<file path="src/rau_pkg.sv">
package rau_pkg;

    localparam int RES_NUM_WIDTH = 64;
    localparam int RES_DEN_WIDTH = 62;
    localparam int WORK_WIDTH    = 64;
    localparam int OUT_BITS      = 128;

    typedef enum logic [1:0] {
        MODE_ADD = 2'd0,
        MODE_SUB = 2'd1,
        MODE_MUL = 2'd2,
        MODE_DIV = 2'd3
    } t_mode;

    typedef enum logic [3:0] {
        S_IDLE,
        S_MUL0,
        S_MUL1,
        S_MUL2,
        S_SUM,
        S_GCD,
        S_DIVN,
        S_DIVD,
        S_DONE
    } t_state;

    typedef struct packed {
        logic                  done;
        logic [WORK_WIDTH-1:0] value;
    } t_unit_res;

endpackage

</file>
<file path="src/rau_mul.sv">
module rau_mul import rau_pkg::*; #(
    parameter int OPERAND_WIDTH = 32
) (
    input  logic                          i_clk,
    input  logic signed [OPERAND_WIDTH:0] i_x,
    input  logic signed [OPERAND_WIDTH:0] i_y,
    output logic signed [WORK_WIDTH-1:0]  o_prod
);

    localparam int PW = 2 * (OPERAND_WIDTH + 1);

    logic signed [PW-1:0]         w_prod;
    logic signed [WORK_WIDTH-1:0] r_prod;

    assign w_prod = i_x * i_y;

    // Every product of the operand range fits in 64 bits, so the cast is exact.
    always_ff @(posedge i_clk) begin
        r_prod <= WORK_WIDTH'(w_prod);
    end

    assign o_prod = r_prod;

endmodule

</file>
<file path="config.mk">
export PLATFORM = sky130hd
export DESIGN_NAME = rau_mul
export DESIGN_NICKNAME = d
export VERILOG_FILES = /design/src/rau_pkg.sv /design/src/rau_mul.sv
export SDC_FILE = /design/constraint.sdc
export NUM_CORES = 2
export LEC_CHECK = 0
export BUFFER_PORTS_ARGS = -buffer_cell sky130_fd_sc_hd__buf_2
export CAP_MARGIN = 15
export CORE_MARGIN = 2
export CORE_UTILIZATION = 30
export CTS_CLUSTER_SIZE = 40
export DETAILED_ROUTE_END_ITERATION = 10
export GPL_TIMING_DRIVEN = 0
export SETUP_SLACK_MARGIN = 0.02
export SKIP_LAST_GASP = 1
export SYNTH_ARGS = -nofsm -noshare
export SYNTH_HDL_FRONTEND = slang
export SYNTH_SLANG_ARGS = --single-unit
</file>
<file path="constraint.sdc">
create_clock -name i_clk -period 19.95 [get_ports i_clk]
set_input_delay 3.99 -clock i_clk [delete_from_list [all_inputs] [get_ports i_clk]]
set_output_delay 3.99 -clock i_clk [all_outputs]
set_load 0.02 [all_outputs]
</file>
==> impl_metrics.yaml <==
place:
  io_buffer_count: 130
  gp_congestion: 1.03
  dp_slack_ps: 6160
  hpwl_um: 127000
  place_area_um2: 42400
global_route:
  grt_usage_pct: 22.6
  grt_pass1_vias: 32200
  overflow: 0
  grt_max_degree: 25
  antenna_found_initial: 37
  grt_pass1_wl_um: 218000
route:
  num_vias: 30000
  antenna_left: 0
  totalWireLength_um: 149000
  drt-vias-per-instance: 4.90
  drt-pass1-iter-count: 5
  drc: 0
  drt_iter0_markers: 2459
  wl_per_cell_um: 24.4
run:
  drv_cap: 0
sta:
  post-route-period-util_pct: 67.3
  rsz0062_at_grt: "false"
  fin_ws_ps: 6530
  min_period_ps: 13420
  worst_slew_pin_slew_ps: 1310
  setup_viol: 0
  slew_headroom_pct: 12.5
  fmax_ghz: 0.0745
  slew_violations: 0
  finalHoldViolCount: 0
  setup-tns-final_ps: 0
worst_setup_path:
  critPathKind: "in2reg"
  worstPathCellList: "buf_2 -> clkbuf_1 -> and2_1 -> fa_1 -> fa_1 -> fa_1 -> inv_1 -> fa_1 -> inv_1 -> fa_1 -> fa_1 -> fa_1 -> inv_1 -> fa_1 -> inv_1 -> ha_1 -> clkbuf_1 -> nand3_1 -> nor4_1 -> nand3_1 -> o211ai_1 -> a211o_1 -> nand4_1 -> o311ai_2"
  crit_path_start_kind: "input pin"
  max_stage_delay_ps: 960
  path_max_fanout: 10
  cp_slowest_cell: "clkbuf_1"
  endpoint_kind: "register"
  worstPathArrival_ps: 13720
  required_ps: 20250
  cp_common_cell: "fa_1"
synthesis:
  synth-seq-cells: 64
  netlist_instances: 4207
  yosysSeqAreaShare_pct: 3.24
  synth_top_area_cell: "fa_1"
  async_flop_share_pct: 0
  ys_types: 57
  synthTopCellsByArea: "fa_1 57%, inv_1 10%, and2_1 8.7%"
  syn_area_um2: 39500
  avgSynthCellArea_um2: 9.40
  synth_top_area_share_pct: 57.0
  yosysWarnings: 0
  ys.flop_type: "dfxtp_1"
  synth_commonest_cells: "1125 x fa_1, 1086 x inv_1, 548 x and2_1"
  synth-edff-count: 0
  syn_nets: 5611
  synth.most_common_cell: "fa_1"
clock_tree:
  clockBufferDepth: 2
  clkTransAtPathRegs_ps: 60
  hold_buffers: 0
  cts_tree: "yes"
  cts_buffers: 9
  cts_setup_buffers: 0
  cts_resized: 0
  clock-sinks: 64
  cts-root-buf: "clkbuf_16"
  htree_levels: 3
cells_and_area:
  drive_above_1_share_pct: 3.58
  largest_reg_flops: 64
  synthToLayoutAreaGrowth_pct: 8.10
  utilization_pct: 32.6
  layout.nets: 5754
  final_area_um2: 42700
  fill_cells: 13900
floorplanning:
  ios: 131
  rows: 133
  die-width_um: 367
  start_util_pct: 30.2
  fp.dieH_um: 367
  dieArea_um2: 135000
  core_um2: 131000
worst_hold_path:
  worstHoldPathType: "in2reg"
run_status:
  status: "finished clean"
[placed cells by master, fill, tap and decap left out, types with 6 or more instances in the layout]
master     count
a211oi_1       8
a21o_1        18
a21oi_1       69
a31oi_1        6
and2_1       548
and3_1         6
buf_2        130
clkbuf_1     222
clkbuf_16      9
dfxtp_1       64
diode_2        8
fa_1        1125
ha_1         212
inv_1       1086
nand2_1      547
nand2b_1       9
nand3_1       18
nand4_1       12
nor2_1        18
nor2b_1       32
nor3_1        11
o211ai_1       7
o21a_1        18
o21ai_0       29
o21ai_1        6
o21bai_1       7
xnor2_1       55
xor2_1        21
[area by class of cell]
class	count	area, µm²	share of cell area, %
repair buffers	132	689	1.61
well taps	1755	2200	5.14
clock buffers	9	225	0.527
clock inverters	7	71.3	0.167
inverters	1086	4080	9.54
multi-input cells	2835	33400	78.0
plain buffers	222	833	1.95
diodes	8	20.0	0.0468
flip-flops and latches	64	1280	3.00
[metal layers]
layer  GRT usage (%)  wire length (µm)
met5               0                89
met4            13.6             10900
met3            4.77             14200
met2            34.7             66700
met1            29.2             57500
[kinds of logic after synthesis]
family / synth area share (%)
muxes: 0.0253
DFF: 3.24
buffers and inverters: 12.4
AOI/OAI and AO/OA: 3.25
xor gates and xnor gates: 1.68
adders and majority gates: 63.7
and+or+nand+nor: 15.7
[per-stage QoR]
stage | hold slack [ps] | cells
after floorplan | 4120 | 4207
after global routing | 3940 | 6112
after CTS | 3910 | 6108
after global placement | 4340 | 6092
final | 3960 | 6118
after detailed placement | 4350 | 6092
[critical path, delay by kind of cell]
kind | cells | cell delay [ps]
AOI/OAI and AO/OA | 3 | 860
buffers and inverters | 7 | 2250
adders and majority gates | 9 | 5350
and+or+nand+nor | 5 | 1230
[final timing paths]
check / start / endpoint / slack (ps) / cells past startpoint
max: i_y[1] / o_prod[60]$_DFF_P_ / 6530 / 24
min: i_x[0] / o_prod[0]$_DFF_P_ / 3960 / 2
Power is left out: the tool's default activity adds up to more than one toggle a clock period on the data nets, which glitch-free logic cannot reach.
