===== config.mk =====
export PLATFORM = sky130hd
export DESIGN_NAME = rau_div
export DESIGN_NICKNAME = d
export VERILOG_FILES = /design/src/rau_pkg.sv /design/src/rau_div.sv
export SDC_FILE = /design/constraint.sdc
export NUM_CORES = 1
export LEC_CHECK = 0
export ABC_AREA = 1
export BUFFER_PORTS_ARGS = -buffer_cell sky130_fd_sc_hd__buf_4
export CORE_MARGIN = 2
export CORE_UTILIZATION = 35
export CTS_BUF_LIST = sky130_fd_sc_hd__clkbuf_16
export CTS_CLUSTER_SIZE = 16
export DETAILED_ROUTE_END_ITERATION = 10
export HOLD_SLACK_MARGIN = 0.05
export SYNTH_ARGS = -nofsm -noshare
export SYNTH_HDL_FRONTEND = slang
export SYNTH_SLANG_ARGS = --single-unit

===== constraint.sdc =====
create_clock -name i_clk -period 28.6 [get_ports i_clk]
set_input_delay 5.72 -clock i_clk [delete_from_list [all_inputs] [get_ports i_clk]]
set_output_delay 5.72 -clock i_clk [all_outputs]
set_load 0.02 [all_outputs]

===== src/rau_pkg.sv =====
package rau_pkg;

    localparam int RES_NUM_WIDTH = 64;
    localparam int RES_DEN_WIDTH = 62;
    localparam int WORK_WIDTH    = 64;
    localparam int OUT_BITS      = 128;

    typedef enum logic [1:0] {
        MODE_ADD = 2'd0,
        MODE_SUB = 2'd1,
        MODE_MUL = 2'd2,
        MODE_DIV = 2'd3
    } t_mode;

    typedef enum logic [3:0] {
        S_IDLE,
        S_MUL0,
        S_MUL1,
        S_MUL2,
        S_SUM,
        S_GCD,
        S_DIVN,
        S_DIVD,
        S_DONE
    } t_state;

    typedef struct packed {
        logic                  done;
        logic [WORK_WIDTH-1:0] value;
    } t_unit_res;

endpackage


===== src/rau_div.sv =====
module rau_div import rau_pkg::*; (
    input  logic                  i_clk,
    input  logic                  i_rst_n,
    input  logic                  i_start,
    input  logic [WORK_WIDTH-1:0] i_dividend,
    input  logic [WORK_WIDTH-1:0] i_divisor,
    output t_unit_res             o_res
);

    logic [WORK_WIDTH-1:0] r_rem, r_q, r_d;
    logic [6:0]            r_cnt;
    logic                  r_busy, r_done;
    logic [WORK_WIDTH:0]   w_trial;
    logic                  w_fit;

    assign w_trial = {r_rem, r_q[WORK_WIDTH-1]};
    assign w_fit   = w_trial >= {1'b0, r_d};

    // Restoring division, one quotient bit per cycle.
    always_ff @(posedge i_clk) begin
        if (!i_rst_n) begin
            r_busy <= 1'b0;
            r_done <= 1'b0;
        end else begin
            r_done <= 1'b0;
            if (i_start) begin
                r_rem  <= '0;
                r_q    <= i_dividend;
                r_d    <= i_divisor;
                r_cnt  <= '0;
                r_busy <= 1'b1;
            end else if (r_busy) begin
                if (w_fit) begin
                    r_rem <= WORK_WIDTH'(w_trial - {1'b0, r_d});
                end else begin
                    r_rem <= w_trial[WORK_WIDTH-1:0];
                end
                r_q   <= {r_q[WORK_WIDTH-2:0], w_fit};
                r_cnt <= r_cnt + 7'd1;
                if (r_cnt == 7'(WORK_WIDTH - 1)) begin
                    r_busy <= 1'b0;
                    r_done <= 1'b1;
                end
            end
        end
    end

    assign o_res.done  = r_done;
    assign o_res.value = r_q;

endmodule


==> impl_metrics.yaml <==
placed_design:
  io_buffers: 195
  place_worst_setup_slack_ns: 19.95
  gp_routability_congestion: 0.955
  hpwlAfterDp_um: 35100
sta:
  highest_clock_frequency_the_design_can_meet_mhz: 124
  timing.final.hold_violations: 0
  post-route-min-period_ns: 8.04
  grt_setup_unrepaired: "false"
  final-setup-viol-count: 0
  clock-skew-final_ns: 0.0175
  post-route-worst-setup-slack_ns: 20.56
  timing_max_transition_violations_final: 0
  max_slew_margin_pct: 34.1
  worstMarginPinSlew_ns: 0.987
  tns_setup_ns: 0
  min_period_over_period_pct: 28.1
  hold_slack_ns: 0.523
worst_setup_path:
  critPathCaptureType: "flop"
  critPathKind: "primary input to flop"
  worst_path_dominant_cell_family: "buffers and inverters"
  crit_required_ns: 28.79
  cp_cell_sequence: "buf_4 -> inv_4 -> a21oi_4 -> buf_4 -> buf_4"
  setup_slack_of_the_most_critical_reg_to_reg_path_ns: 25.18
  cp_num_buf_inv: 4
  crit_path_frequent_cell: "sky130_fd_sc_hd__buf_4"
  timing.rr.end: "r_rem[62]"
  rr_worst_depth: 16
  timing.critical_path.fanout_max: 70
  arrival_ns: 8.23
  rr_startpoint: "r_rem[6]"
  cp_slowest_cell: "sky130_fd_sc_hd__buf_4"
  cpPeakStageDelay_ns: 0.69
  start_kind: "primary input"
min_path:
  min_path_cells: 2
  min-delay-start: "r_busy"
  min_delay_worst_endpoint: "r_done"
  hold_path_class: "flop to flop"
floorplan:
  die_x_um: 209
  placement_rows: 74
  boundaryPins: 196
  initial_utilization_pct: 35.6
  design.core.area_mm2: 0.0411
  die-area_mm2: 0.0435
  dieHeight_um: 209
yosys:
  netlist_area_mm2: 0.0147
  ys_ff_latch: 201
  number_of_synthesized_flops_with_an_enable_pin: 199
  yosys.cell_types.count: 32
  synth.top_cells.by_area: "sky130_fd_sc_hd__edfxtp_1 41%, sky130_fd_sc_hd__nand2_1 24%, sky130_fd_sc_hd__inv_1 11%"
  synth.net_count: 2366
  synth_warnings: 0
  synth_most_common_cell: "sky130_fd_sc_hd__nand2_1"
  yosys-top-cells-count: "934 x sky130_fd_sc_hd__nand2_1, 423 x sky130_fd_sc_hd__inv_1, 249 x sky130_fd_sc_hd__nor2_1, 199 x sky130_fd_sc_hd__edfxtp_1, 65 x sky130_fd_sc_hd__ha_1"
  syn_inst: 2169
  netlist.top_cell.by_area: "sky130_fd_sc_hd__edfxtp_1"
  synth-async-reset-ratio_pct: 0
  synth-seq-area-share_pct: 41.1
  synth_area_per_cell_um2: 6.75
  post-synth-top-area-fraction_pct: 40.8
  yosys_most_used_dff: "sky130_fd_sc_hd__edfxtp_1"
pwr:
  power_density_mw_per_mm2: 55.1
  cellLeakagePower_nw: 9.41
  vdd.ir_drop.worst_mv: 0.0400
final_layout:
  final.fill_count: 4441
  sequential_cell_area_mm2: 0.00602
  post-route-util_pct: 42.4
  multi_input_logic_area_mm2: 0.00681
  insertedDiodeCount: 0
  final_nets: 2553
  synthToLayoutAreaGrowth_pct: 18.9
  drive_above_1_share_pct: 11.3
grt:
  grt_pass1_wl_um: 70700
  track_usage_pct: 20.5
  grt.overflow.total: 0
  grt_antenna_before_repair: 0
  grt_max_degree: 72
  grt_pass1_vias: 13200
cts:
  clk_root_buffer_cell: "sky130_fd_sc_hd__clkbuf_16"
  cts_max_level: 1
  worstSkewPairLatency_ns: 0.56
  clock-sinks: 201
  post_cts_resized: 0
  cts.hold.buffers_added: 0
  cts.repair_timing.setup_buffer_count: 0
  tritoncts: "yes"
  number_of_buffers_created_by_cts: 25
  cts_max_path_buffers: 3
  clkSlewWorstSetupHoldPaths_ns: 0.06
route:
  post_route_drc: 0
  postRouteWirelength_um: 44600
  ant_nets: 0
  via_count: 13300
  drtPass1Iterations: 5
  detail_route.vias_per_cell: 4.57
  routed_wire_length_per_instance_um: 15.3
  drt-initial-drc-count: 828
run:
  max_cap_violations: 0
run_status:
  outcome: "complete, no violations"
sequential cells by signal, summed over array words and instances, names as in the netlist:
| signal | count |
|---|---|
| r_cnt | 7 |
| r_q | 64 |
| r_done | 1 |
| r_busy | 1 |
| r_d | 64 |
| r_rem | 64 |
cells by family (layout without fill, tap and decap cells):
kind of cell    count (synthesis)  in the layout  synth area share (%)
simple gates                 1339           1339                  37.0
fa+ha+maj                      66             66                  5.69
buf+inv                       477            683                  12.5
compound gates                 55             55                  1.88
flops                         201            201                  41.1
xor+xnor                       31             31                  1.85
worst min-delay path: cells and delay by family, from the launching register on:
family	cells	cell delay, ns
buffers and inverters	1	0.11
AND/OR/NAND/NOR	1	0.07
flip-flops	1	0.30
cell usage in the layout, fill, tap and decap left out, drive strengths merged:
cell type,instances
a21oi,46
and2,1
and3,2
buf,202
clkbuf,25
clkinv,11
clkinvlp,5
dfxtp,2
edfxtp,199
fa,1
ha,65
inv,440
nand2,939
nand3,61
nand3b,55
nand4,10
nor2,255
nor3,9
nor4,6
o21ai,9
or2,1
xnor2,1
xor2,30
layout make-up:
cell class / count / area share, %
Clock inverter: 21 / 0.862
Tap cell: 532 / 3.82
Sequential cell: 201 / 34.5
Multi-Input combinational cell: 1491 / 39.1
Clock buffer: 25 / 3.59
Inverter: 435 / 9.39
Timing Repair Buffer: 202 / 8.71
where the power goes:
group,leakage (nW),switching (mW),total (mW),internal [mW]
combinational,7.10,0.193,0.293,0.100
sequential,1.93,0.0115,0.367,0.356
clock,0.378,0.137,0.300,0.163
per-stage QoR:
step	std cells	power [mW]	area [um2]
6_report	2907	0.960	17400
5_1_grt	2907	1.02	17400
4_1_cts	2907	0.972	17400
3_5_place_dp	2861	0.666	16600
3_3_place_gp	2861	0.664	16600
2_1_floorplan	2169	0.576	14700
layer usage:
metal	wire length [um]	up-vias	GRT usage (%)	share of wire, %
met5	0	-	0	0
met4	1240	0	5.39	2.8
met3	2950	53	4.00	6.6
met2	19900	378	34.1	45
met1	20500	5925	27.5	46
li1	-	6936	-	-
worst max path at each step:
stage               cells past startpoint       end  slack [ns]  startpoint
global route                            5   r_q[20]       20.35     i_start
detailed placement                      5   r_q[12]       19.95     i_start
global placement                        5   r_q[10]       20.03     i_start
CTS                                     5   r_q[11]       20.58     i_start
finish                                  5   r_q[20]       20.56     i_start
floorplan                               4  r_cnt[0]       15.27     i_start
No activity file was read; power rests on OpenSTA's default activity.
