--- config.mk ---
export PLATFORM = sky130hd
export DESIGN_NAME = rau_gcd
export DESIGN_NICKNAME = d
export VERILOG_FILES = /design/src/rau_pkg.sv /design/src/rau_gcd.sv
export SDC_FILE = /design/constraint.sdc
export NUM_CORES = 1
export LEC_CHECK = 0
export BUFFER_PORTS_ARGS = -buffer_cell sky130_fd_sc_hd__buf_4
export CORE_MARGIN = 1.5
export CORE_UTILIZATION = 43
export DETAILED_ROUTE_END_ITERATION = 12
export SLEW_MARGIN = 20
export SYNTH_ARGS = -nofsm -noshare
export SYNTH_HDL_FRONTEND = slang
export SYNTH_SLANG_ARGS = --single-unit
--- constraint.sdc ---
create_clock -name i_clk -period 12.6 [get_ports i_clk]
set_clock_uncertainty 0.2 [all_clocks]
set_input_delay 2.52 -clock i_clk [delete_from_list [all_inputs] [get_ports i_clk]]
set_output_delay 2.52 -clock i_clk [all_outputs]
set_load 0.005 [all_outputs]
--- src/rau_pkg.sv ---
package rau_pkg;

    localparam int RES_NUM_WIDTH = 64;
    localparam int RES_DEN_WIDTH = 62;
    localparam int WORK_WIDTH    = 64;
    localparam int OUT_BITS      = 128;

    typedef enum logic [1:0] {
        MODE_ADD = 2'd0,
        MODE_SUB = 2'd1,
        MODE_MUL = 2'd2,
        MODE_DIV = 2'd3
    } t_mode;

    typedef enum logic [3:0] {
        S_IDLE,
        S_MUL0,
        S_MUL1,
        S_MUL2,
        S_SUM,
        S_GCD,
        S_DIVN,
        S_DIVD,
        S_DONE
    } t_state;

    typedef struct packed {
        logic                  done;
        logic [WORK_WIDTH-1:0] value;
    } t_unit_res;

endpackage

--- src/rau_gcd.sv ---
module rau_gcd import rau_pkg::*; (
    input  logic                  i_clk,
    input  logic                  i_rst_n,
    input  logic                  i_start,
    input  logic [WORK_WIDTH-1:0] i_u,
    input  logic [WORK_WIDTH-1:0] i_v,
    output t_unit_res             o_res
);

    logic [WORK_WIDTH-1:0] r_u, r_v, r_g;
    logic [6:0]            r_k;
    logic                  r_busy, r_done;

    // Binary gcd: one shift or one subtract per cycle; both inputs are nonzero.
    always_ff @(posedge i_clk) begin
        if (!i_rst_n) begin
            r_busy <= 1'b0;
            r_done <= 1'b0;
        end else begin
            r_done <= 1'b0;
            if (i_start) begin
                r_u    <= i_u;
                r_v    <= i_v;
                r_k    <= '0;
                r_busy <= 1'b1;
            end else if (r_busy) begin
                priority if (r_u == r_v) begin
                    r_g    <= r_u << r_k;
                    r_busy <= 1'b0;
                    r_done <= 1'b1;
                end else if (!r_u[0] && !r_v[0]) begin
                    r_u <= r_u >> 1;
                    r_v <= r_v >> 1;
                    r_k <= r_k + 7'd1;
                end else if (!r_u[0]) begin
                    r_u <= r_u >> 1;
                end else if (!r_v[0]) begin
                    r_v <= r_v >> 1;
                end else if (r_u > r_v) begin
                    r_u <= r_u - r_v;
                end else begin
                    r_v <= r_v - r_u;
                end
            end
        end
    end

    assign o_res.done  = r_done;
    assign o_res.value = r_g;

endmodule

==> impl_metrics.ini, run 1 <==
[drt]
drtIter0Drc = 2341
drtAntennaViolNets = 0
wire_per_inst_um = 26.2
vias = 19768
drt-pass1-iter-count = 5
viasPerCell = 6.33
drc = 0
routed_wl_mm = 81.7

[placement]
portBuffers = 195
gp_congestion = 0.991
dp_hpwl_mm = 63.5
place_ws_ps = 7050
placed_area_sq_um = 22100

[worst_hold_path]
worstHoldPathType = reg2reg
min-delay-start = r_k[2]

[synth]
postSynthCellCount = 2432
yosysSeqAreaShare = 0.294
synth_cell_types = 90
async_flop_share = 0
synth_nets = 2695
avgSynthCellArea_sq_um = 8.42
synth-edff-count = 199
synth_seq_cells = 201
synth_area_sq_um = 20500
yosysWarnings = 0
synth_ff_type = edfxtp_1

[critical_path]
cp.required_ps = 12690
cp_cell_sequence = inv_1, ha_1, a2111oi_4, o21ai_2, o21ai_2, a2111oi_2, o311ai_0, nand3_1, a21oi_1, o221ai_1, xnor2_1, o221ai_1
worstPathArrival_ps = 5550
startpoint_type = flop
crit_fanout = 10
worst_path_max_delay_cell = o311ai_0
startpoint = r_u[8]
worstReg2RegStart = r_u[8]
worstSetupPathType = reg2reg
end_kind = flop
max_stage_delay_ps = 1010

[layout]
seq_area_sq_um = 6020
final_core_util = 0.492
area_growth_pct = 12.2
final_area_sq_um = 23000
nFillCells = 4573
drive_above_1_share = 0.156
multi_input_area_sq_um = 12900
final_nets = 2760

[status]
outcome = finished clean

[cts]
cts_buffers = 26
clk_pin_slew_ps = 70
hold_buffers = 0
cts_buffer_depth = 3
clk_latency_ps = 580
htree_levels = 1
cts_setup_buffers = 0
cts_root_buffer = clkbuf_16
cts-resized-gates = 0
cts_sinks = 201
cts_tree = yes

[timing]
setup_tns_ps = 0
maxSlewHeadroom = 0.210
finalMaxSlewViolations = 0
hold_violations = 0
max_freq_ghz = 0.183
setup_violations = 0
hold_ws_ps = 428
finalCritPeriodShare = 0.434
final.min_clock_period_ps = 5460
tightest_slew_ps = 1170
setup_ws_ps = 7140
rsz0062_at_grt = false

[pwr]
vdd_ir_drop_max_mv = 0.119
cellInternalPower_mw = 1.61
p_seq_frac = 0.311
pwr-share-comb = 0.400
leakagePower_nw = 9.40
powerDensity_nw_per_um2 = 117
power_frac_clock = 0.289
switching_share = 0.401
p_switching_mw = 1.08

[floorplanning]
die_h_um = 221
ios = 196
start_util = 0.438
core_area_sq_um = 46800
die_w_um = 221
rows = 79
die_area_sq_um = 48900

[global_routing]
grt_pass1_vias = 18552
grt-ovfl-total = 0
grt_max_degree = 117
groute.usage.overall = 0.325
grt_pass1_wl_mm = 121
antenna_found_initial = 0

[run]
max_cap_viol_count = 0
## state kept, by name, summed over array words and instances, names as in the netlist
register and count:
r_g 64, r_u 64, r_v 64, r_k 7
r_busy 1, r_done 1
## cells by family after synthesis
| logic type | after synthesis | synth area share |
|---|---|---|
| simple gates | 638 | 0.139 |
| mux | 129 | 0.0918 |
| buf+inv | 391 | 0.0773 |
| fa+ha+maj | 132 | 0.0814 |
| xor+xnor | 124 | 0.0530 |
| compound gates | 817 | 0.264 |
| flops | 201 | 0.294 |
## critical path: cells and delay by family (launching register included)
kind / cells / cell delay, ps
compound gates: 8 / 3070
xor+xnor: 1 / 210
fa+ha+maj: 1 / 480
buf+inv: 1 / 80
flops: 1 / 510
simple gates: 1 / 610
## placed cells by master (no fill, tap or decap), types with 10 or more instances in the layout
cell | netlist | layout
o22ai_1 | 10 | 10
ha_1 | 130 | 130
nand4_1 | 36 | 36
a21o_1 | 48 | 48
o22a_1 | 10 | 10
xor2_1 | 47 | 47
o21a_1 | 11 | 11
nand3_1 | 20 | 20
xnor2_1 | 77 | 77
clkbuf_16 | 0 | 26
nor3_1 | 38 | 38
a221oi_1 | 44 | 44
edfxtp_1 | 199 | 199
o21bai_1 | 50 | 50
mux4_2 | 44 | 44
or2_2 | 13 | 13
and2_1 | 13 | 13
nand2b_1 | 13 | 11
a211oi_1 | 33 | 33
nand2_1 | 247 | 247
mux2_2 | 31 | 31
mux2i_1 | 54 | 54
o21ai_0 | 136 | 136
a311oi_1 | 10 | 10
inv_1 | 210 | 209
o21ai_1 | 39 | 39
a22oi_1 | 30 | 30
buf_4 | 6 | 214
a31oi_1 | 18 | 18
nor2_1 | 203 | 203
a21oi_1 | 251 | 251
o221ai_1 | 33 | 33
## power groups by stage
stage | registers (mW) | logic, mW | clock network, mW
floorplan | 0.829 | 0.717 | 0
global placement | 0.845 | 1.05 | 0
detailed placement | 0.847 | 1.04 | 0
CTS | 0.833 | 1.05 | 0.786
global route | 0.840 | 1.15 | 0.807
finish | 0.835 | 1.07 | 0.776
## synth_stat cells, types with 6 or more instances
library cell	n	area share
a221oi_1	44	0.019
nor2_1	203	0.037
a21o_1	48	0.018
a21boi_0	9	0.0033
o211ai_1	9	0.0033
o22a_1	10	0.0043
nor2b_1	9	0.0027
a31oi_1	18	0.0055
nor3_1	38	0.0093
and2_1	13	0.0040
o221ai_1	33	0.014
a211oi_1	33	0.012
buf_1	14	0.0026
nand2b_1	13	0.0040
xor2_1	47	0.020
o21bai_1	50	0.018
a21oi_2	6	0.0026
nand3_1	20	0.0049
or3_1	9	0.0027
nand2_1	247	0.045
mux2_2	31	0.017
or2_2	13	0.0040
o21a_1	11	0.0040
inv_1	210	0.038
buf_4	6	0.0022
o22ai_1	10	0.0031
o21ai_1	39	0.0095
a311oi_1	10	0.0043
ha_1	130	0.079
mux2i_1	54	0.026
a22oi_1	30	0.011
o21ai_0	136	0.033
nand4_1	36	0.011
nor4_1	8	0.0024
a21oi_1	251	0.061
clkbuf_1	100	0.018
mux4_2	44	0.048
edfxtp_1	199	0.29
buf_2	56	0.014
xnor2_1	77	0.033
## cell type report
class / count / share of cell area
timing repair buffer: 216 / 0.0717
clock buffer: 31 / 0.0291
antenna: 1 / 0.000109
multi-input combinational: 1840 / 0.562
tap: 607 / 0.0330
clock inverter: 17 / 0.00806
sequential: 201 / 0.262
inverter: 212 / 0.0346
## final timing paths
check / to / slack (ps) / cells past startpoint
worst min-delay path: r_k[2] / 430 / 2
worst max register to register: r_u[61] / 7140 / 12
worst max-delay path: r_u[61] / 7140 / 12
worst min register to register: r_k[2] / 430 / 2
## metal layers
layer,GRT usage,part of all wire,vias up
met3,0.0444,0.078,121
met4,0.0954,0.032,0
met2,0.483,0.43,927
met5,0,0,-
met1,0.486,0.46,9722
li1,-,-,8998
## metrics by stage
stage / std cells / total power [mW]
after floorplan: 2432 / 1.55
after global placement: 3075 / 1.89
after detailed placement: 3076 / 1.88
after CTS: 3124 / 2.66
after global routing: 3124 / 2.79
final: 3125 / 2.68
(Power assumes the default switching activity.)
==> run 2, diff against run 1 <==
--- a/config.mk
+++ b/config.mk
@@ -5,6 +5,7 @@
 export SDC_FILE = /design/constraint.sdc
 export NUM_CORES = 1
 export LEC_CHECK = 0
+export ABC_AREA = 1
 export BUFFER_PORTS_ARGS = -buffer_cell sky130_fd_sc_hd__buf_4
 export CORE_MARGIN = 1.5
 export CORE_UTILIZATION = 43
==> constraint.sdc (replaced) <==
create_clock -name i_clk -period 4.4 [get_ports i_clk]
set_clock_uncertainty 0.2 [all_clocks]
set_input_delay 0.88 -clock i_clk [delete_from_list [all_inputs] [get_ports i_clk]]
set_output_delay 0.88 -clock i_clk [all_outputs]
set_load 0.005 [all_outputs]
==> impl_metrics.ini, run 2 <==
[timing]
finalMaxSlewViolations = 0
finalCritPeriodShare = 0.910
final.min_clock_period_ps = 4010
maxSlewHeadroom = 0.136
tightest_slew_ps = 1280
hold_ws_ps = 343
max_freq_ghz = 0.250
hold_violations = 0
rsz0062_at_grt = false
setup_tns_ps = 0
setup_violations = 0

[floorplanning]
die_area_sq_um = 56400
start_util = 0.437
die_w_um = 237
rows = 85
core_area_sq_um = 54000
ios = 196
die_h_um = 237

[critical_path]
end_kind = flop
crit_fanout = 29
cp.required_ps = 4410
worstSetupPathType = reg2reg
r2r_slack_ps = 390
startpoint_type = flop
worstPathArrival_ps = 4020

[drt]
drtIter0Drc = 2440
vias = 25936
drtAntennaViolNets = 0
drt-pass1-iter-count = 6
routed_wl_mm = 106
wire_per_inst_um = 21.6
drc = 0
viasPerCell = 5.29

[cts]
htree_levels = 1
clk_latency_ps = 590
hold_buffers = 0
cts_setup_buffers = 0
cts_buffer_depth = 3
cts_root_buffer = clkbuf_16
clk_pin_slew_ps = 70
cts_tree = yes
cts_buffers = 25
cts_sinks = 201
cts-resized-gates = 0

[global_routing]
grt_pass1_vias = 24395
grt_max_degree = 80
antenna_found_initial = 2
grt_pass1_wl_mm = 155
groute.usage.overall = 0.372
grt-ovfl-total = 0

[synth]
yosysWarnings = 0
synth_ff_type = edfxtp_1
yosysSeqAreaShare = 0.255
avgSynthCellArea_sq_um = 5.81
synth_area_sq_um = 23600
synth_nets = 4327
async_flop_share = 0
synth_top_area_cell = edfxtp_1
ys_top_cells_by_count = nand2_1, inv_1, nor2_1, a21oi_1, o21ai_0
synth_cell_types = 40
synth_seq_cells = 201
postSynthCellCount = 4064
synth_area_leaders = edfxtp_1, nand2_1, inv_1
yosysMostFrequentCell = nand2_1
synth-edff-count = 199
yosys.area.top_type_share = 0.253

[pwr]
leakagePower_nw = 14.1
vdd_ir_drop_max_mv = 0.273
powerDensity_nw_per_um2 = 304

[layout]
final_cell_mix = nand2_1, inv_1, nor2_1, a21oi_1, buf_4
final_nets = 4448
nFillCells = 5991
layout.cells.most_common = nand2_1
multi_input_area_sq_um = 14500
seq_area_sq_um = 6020
drive_above_1_share = 0.0857
area_growth_pct = 13.2
reg_top3 = r_g: 64 flops, r_u: 64 flops, r_v: 64 flops

[worst_hold_path]
worstHoldPathType = reg2reg

[placement]
portBuffers = 195
dp_hpwl_mm = 88.1
gp_congestion = 1.09

[run]
max_cap_viol_count = 0

[status]
outcome = finished clean
[run 2: cell types whose count changed in the layout (fill, tap and decap cells not counted), moves of 67 or more]
cell,before,now
nand2_1,247,1575
xnor2_1,77,10
nand3_1,20,167
o21ai_0,136,212
nor2_1,203,406
inv_1,209,620
[run 2: kinds of logic (layout without fill, tap and decap cells)]
| kind of cell | after synthesis | count (layout) | share of synthesized area |
|---|---|---|---|
| buffers and inverters | 815 | 954 | 0.134 |
| AND/OR/NAND/NOR | 2251 | 2251 | 0.377 |
| AO/OA/AOI/OAI | 548 | 548 | 0.119 |
| other | 0 | 2 | 0 |
| multiplexers | 35 | 35 | 0.0148 |
| flip-flops | 201 | 201 | 0.255 |
| adder cells (fa/ha/maj) | 132 | 132 | 0.0706 |
| XOR/XNOR | 82 | 82 | 0.0304 |
[run 2: layout make-up]
cell class	instances	area share
diodes	2	0.000187
inverters	643	0.0903
repair buffers	266	0.0789
clock inverters	17	0.00809
clock buffers	28	0.0242
well taps	696	0.0326
multi-input cells	3048	0.541
flip-flops and latches	201	0.225
[run 2: worst paths after layout]
check                           startpoint       to  depth (start not counted)
worst max-delay path                r_u[0]  r_v[21]                         19
worst min-delay path                r_busy   r_busy                          2
worst max register to register      r_u[0]  r_v[21]                         19
worst min register to register      r_busy   r_busy                          2
[run 2: metal layers]
layer / global-route usage / vias up / share of wire
li1: - / 12868 / -
met1: 0.502 / 11910 / 0.44
met2: 0.585 / 985 / 0.43
met3: 0.0574 / 173 / 0.075
met4: 0.167 / 0 / 0.052
met5: 0 / - / 0
[run 2: worst max-delay path: stages (launching register included)]
cell	delay, ps
edfxtp_1	480
inv_1	270
ha_1	240
inv_1	100
fa_1	490
nand3_1	120
nand3_1	80
buf_4	160
nand2_1	50
nand2_1	110
nand2_1	90
nand2_1	120
nand2_1	80
nand2_1	80
nand2_1	90
nand2_2	90
nand2_1	120
o21ai_0	120
inv_2	110
buf_4	400
[run 2: power by group]
group / internal, mW / total (mW) / switching (mW) / leakage, nW
sequential: 2.25 / 2.34 / 0.0907 / 1.89
combinational: 1.02 / 3.55 / 2.53 / 11.8
clock: 1.30 / 2.23 / 0.925 / 0.422
[run 2: per-stage QoR]
step / power, mW / util / std cells / area (sq um) / setup slack (ps)
after global placement: 5.84 / 0.479 / 4854 / 25900 / 611
after detailed placement: 5.82 / 0.479 / 4854 / 25900 / 412
final: 8.12 / 0.495 / 4901 / 26700 / 394
after CTS: 8.07 / 0.495 / 4899 / 26700 / 384
after floorplan: 4.48 / - / 4064 / 23600 / 216
after global routing: 8.53 / 0.495 / 4899 / 26700 / 75.5
==> run 3, diff against run 2 <==
--- a/config.mk
+++ b/config.mk
@@ -10,6 +10,7 @@
 export CORE_MARGIN = 1.5
 export CORE_UTILIZATION = 43
 export DETAILED_ROUTE_END_ITERATION = 12
+export REMOVE_ABC_BUFFERS = 1
 export SLEW_MARGIN = 20
 export SYNTH_ARGS = -nofsm -noshare
 export SYNTH_HDL_FRONTEND = slang
==> impl_metrics.ini, run 3 (synthesis results as in run 2) <==
[status]
outcome = finished clean

[layout]
multi_input_area_sq_um = 14500
nFillCells = 5986
final_nets = 4422
area_growth_pct = 12.1
final_area_sq_um = 26500
seq_area_sq_um = 6020
reg_top3 = r_g: 64 flops, r_u: 64 flops, r_v: 64 flops
final_cell_mix = nand2_1, inv_1, nor2_1, a21oi_1, buf_4
layout.cells.most_common = nand2_1
final_cells = 4875
final_core_util = 0.490
drive_above_1_share = 0.0783

[drt]
drt-pass1-iter-count = 8
routed_wl_mm = 102
viasPerCell = 5.32
vias = 25913
wire_per_inst_um = 20.8
drtIter0Drc = 2507
drc = 0
drtAntennaViolNets = 0

[pwr]
pwr-share-comb = 0.438
total_power_mw = 7.91
leakagePower_nw = 13.9
cellInternalPower_mw = 4.44
switching_share = 0.439
powerDensity_nw_per_um2 = 299
vdd_ir_drop_max_mv = 0.324
power_frac_clock = 0.267
p_seq_frac = 0.296
p_switching_mw = 3.47

[critical_path]
cp.required_ps = 4440
worst_path_max_delay_cell = edfxtp_1
worstSetupPathType = reg2reg
end_kind = flop
cp_common_cell = nand2_1
cp_cell_sequence = inv_1, ha_1, inv_1, fa_2, nand3_1, nand3_1, nand2_1, nand2_1, nand2_1, nand2_1, nand2_1, nand2_1, nand2_1, nand2_2, nand2_1, o21ai_0, inv_2, buf_12
crit_fanout = 47
max_stage_delay_ps = 480
r2r_slack_ps = 230
startpoint_type = flop
worstPathArrival_ps = 4220

[timing]
maxSlewHeadroom = 0.129
finalMaxSlewViolations = 0
hold_violations = 0
finalCritPeriodShare = 0.949
final.min_clock_period_ps = 4170
tightest_slew_ps = 1290
setup_ws_ps = 226
max_freq_ghz = 0.240
setup_violations = 0
rsz0062_at_grt = false

[global_routing]
grt_max_degree = 106
grt_pass1_wl_mm = 149
groute.usage.overall = 0.354
grt-ovfl-total = 0
grt_pass1_vias = 24070
antenna_found_initial = 4

[cts]
htree_levels = 1
cts_buffers = 26
cts_root_buffer = clkbuf_16
clk_pin_slew_ps = 60
cts_tree = yes
hold_buffers = 0
cts_buffer_depth = 3
clk_latency_ps = 600
cts_sinks = 201

[placement]
place_ws_ps = 13.8
gp_congestion = 1.07
dp_hpwl_mm = 85.4
placed_area_sq_um = 25700
portBuffers = 195
place_inst = 4827

[floorplanning]
die_w_um = 237
die_area_sq_um = 56400
rows = 85
ios = 196
die_h_um = 237
core_area_sq_um = 54000
start_util = 0.437

[worst_hold_path]
worstHoldPathType = in2reg

[run]
max_cap_viol_count = 0
==> run 3: cell type report <==
| class | instances | area share |
|---|---|---|
| diodes | 2 | 0.000189 |
| clock buffers | 34 | 0.0257 |
| clock inverters | 12 | 0.00454 |
| inverters | 643 | 0.0913 |
| multi-input cells | 3048 | 0.547 |
| flip-flops and latches | 201 | 0.227 |
| well taps | 696 | 0.0329 |
| repair buffers | 239 | 0.0715 |
==> run 3: worst paths after layout <==
path | endpoint | cells after the start | from
min reg2reg | r_busy | 2 | r_busy
max | r_v[42] | 18 | r_u[0]
max reg2reg | r_v[42] | 18 | r_u[0]
min | r_u[63] | 3 | i_u[63]
==> run 3: metrics by stage <==
step,hold slack (ps),TNS (ps)
floorplan,279,-157320
global placement,355,0
detailed placement,357,0
CTS,348,0
global route,355,0
finish,358,0
==> run 3: what timing repair did <==
item / 4_1_cts / 5_1_grt
gates resized for setup: 1 / 1
endpoints found under the setup margin: 3 / 144
setup buffers: 0 / 0
endpoints found under the hold margin: 0 / 0
==> run 3: critical path: cells and delay by family (launching register included) <==
family                     cells  cell delay, ps
adders and majority gates      2             720
buffers and inverters          4             780
DFF                            1             480
AOI/OAI and AO/OA              1             130
and+or+nand+nor               11            1480
==> run 3: layer usage <==
| metal | up-vias | share of wire | routed length [um] | GRT usage |
|---|---|---|---|---|
| li1 | 12817 | - | - | - |
| met1 | 11832 | 0.42 | 42700 | 0.469 |
| met3 | 173 | 0.091 | 9280 | 0.0607 |
| met5 | - | 0 | 0 | 0 |
| met2 | 1091 | 0.45 | 45300 | 0.575 |
| met4 | 0 | 0.042 | 4230 | 0.133 |
==> run 3: power by group through the flow <==
stage,Clock (mW),Combinational (mW),Sequential (mW)
2_1_floorplan,0,2.03,2.38
3_3_place_gp,0,3.37,2.37
3_5_place_dp,0,3.35,2.38
4_1_cts,2.14,3.37,2.34
5_1_grt,2.21,3.74,2.35
6_report,2.11,3.46,2.34
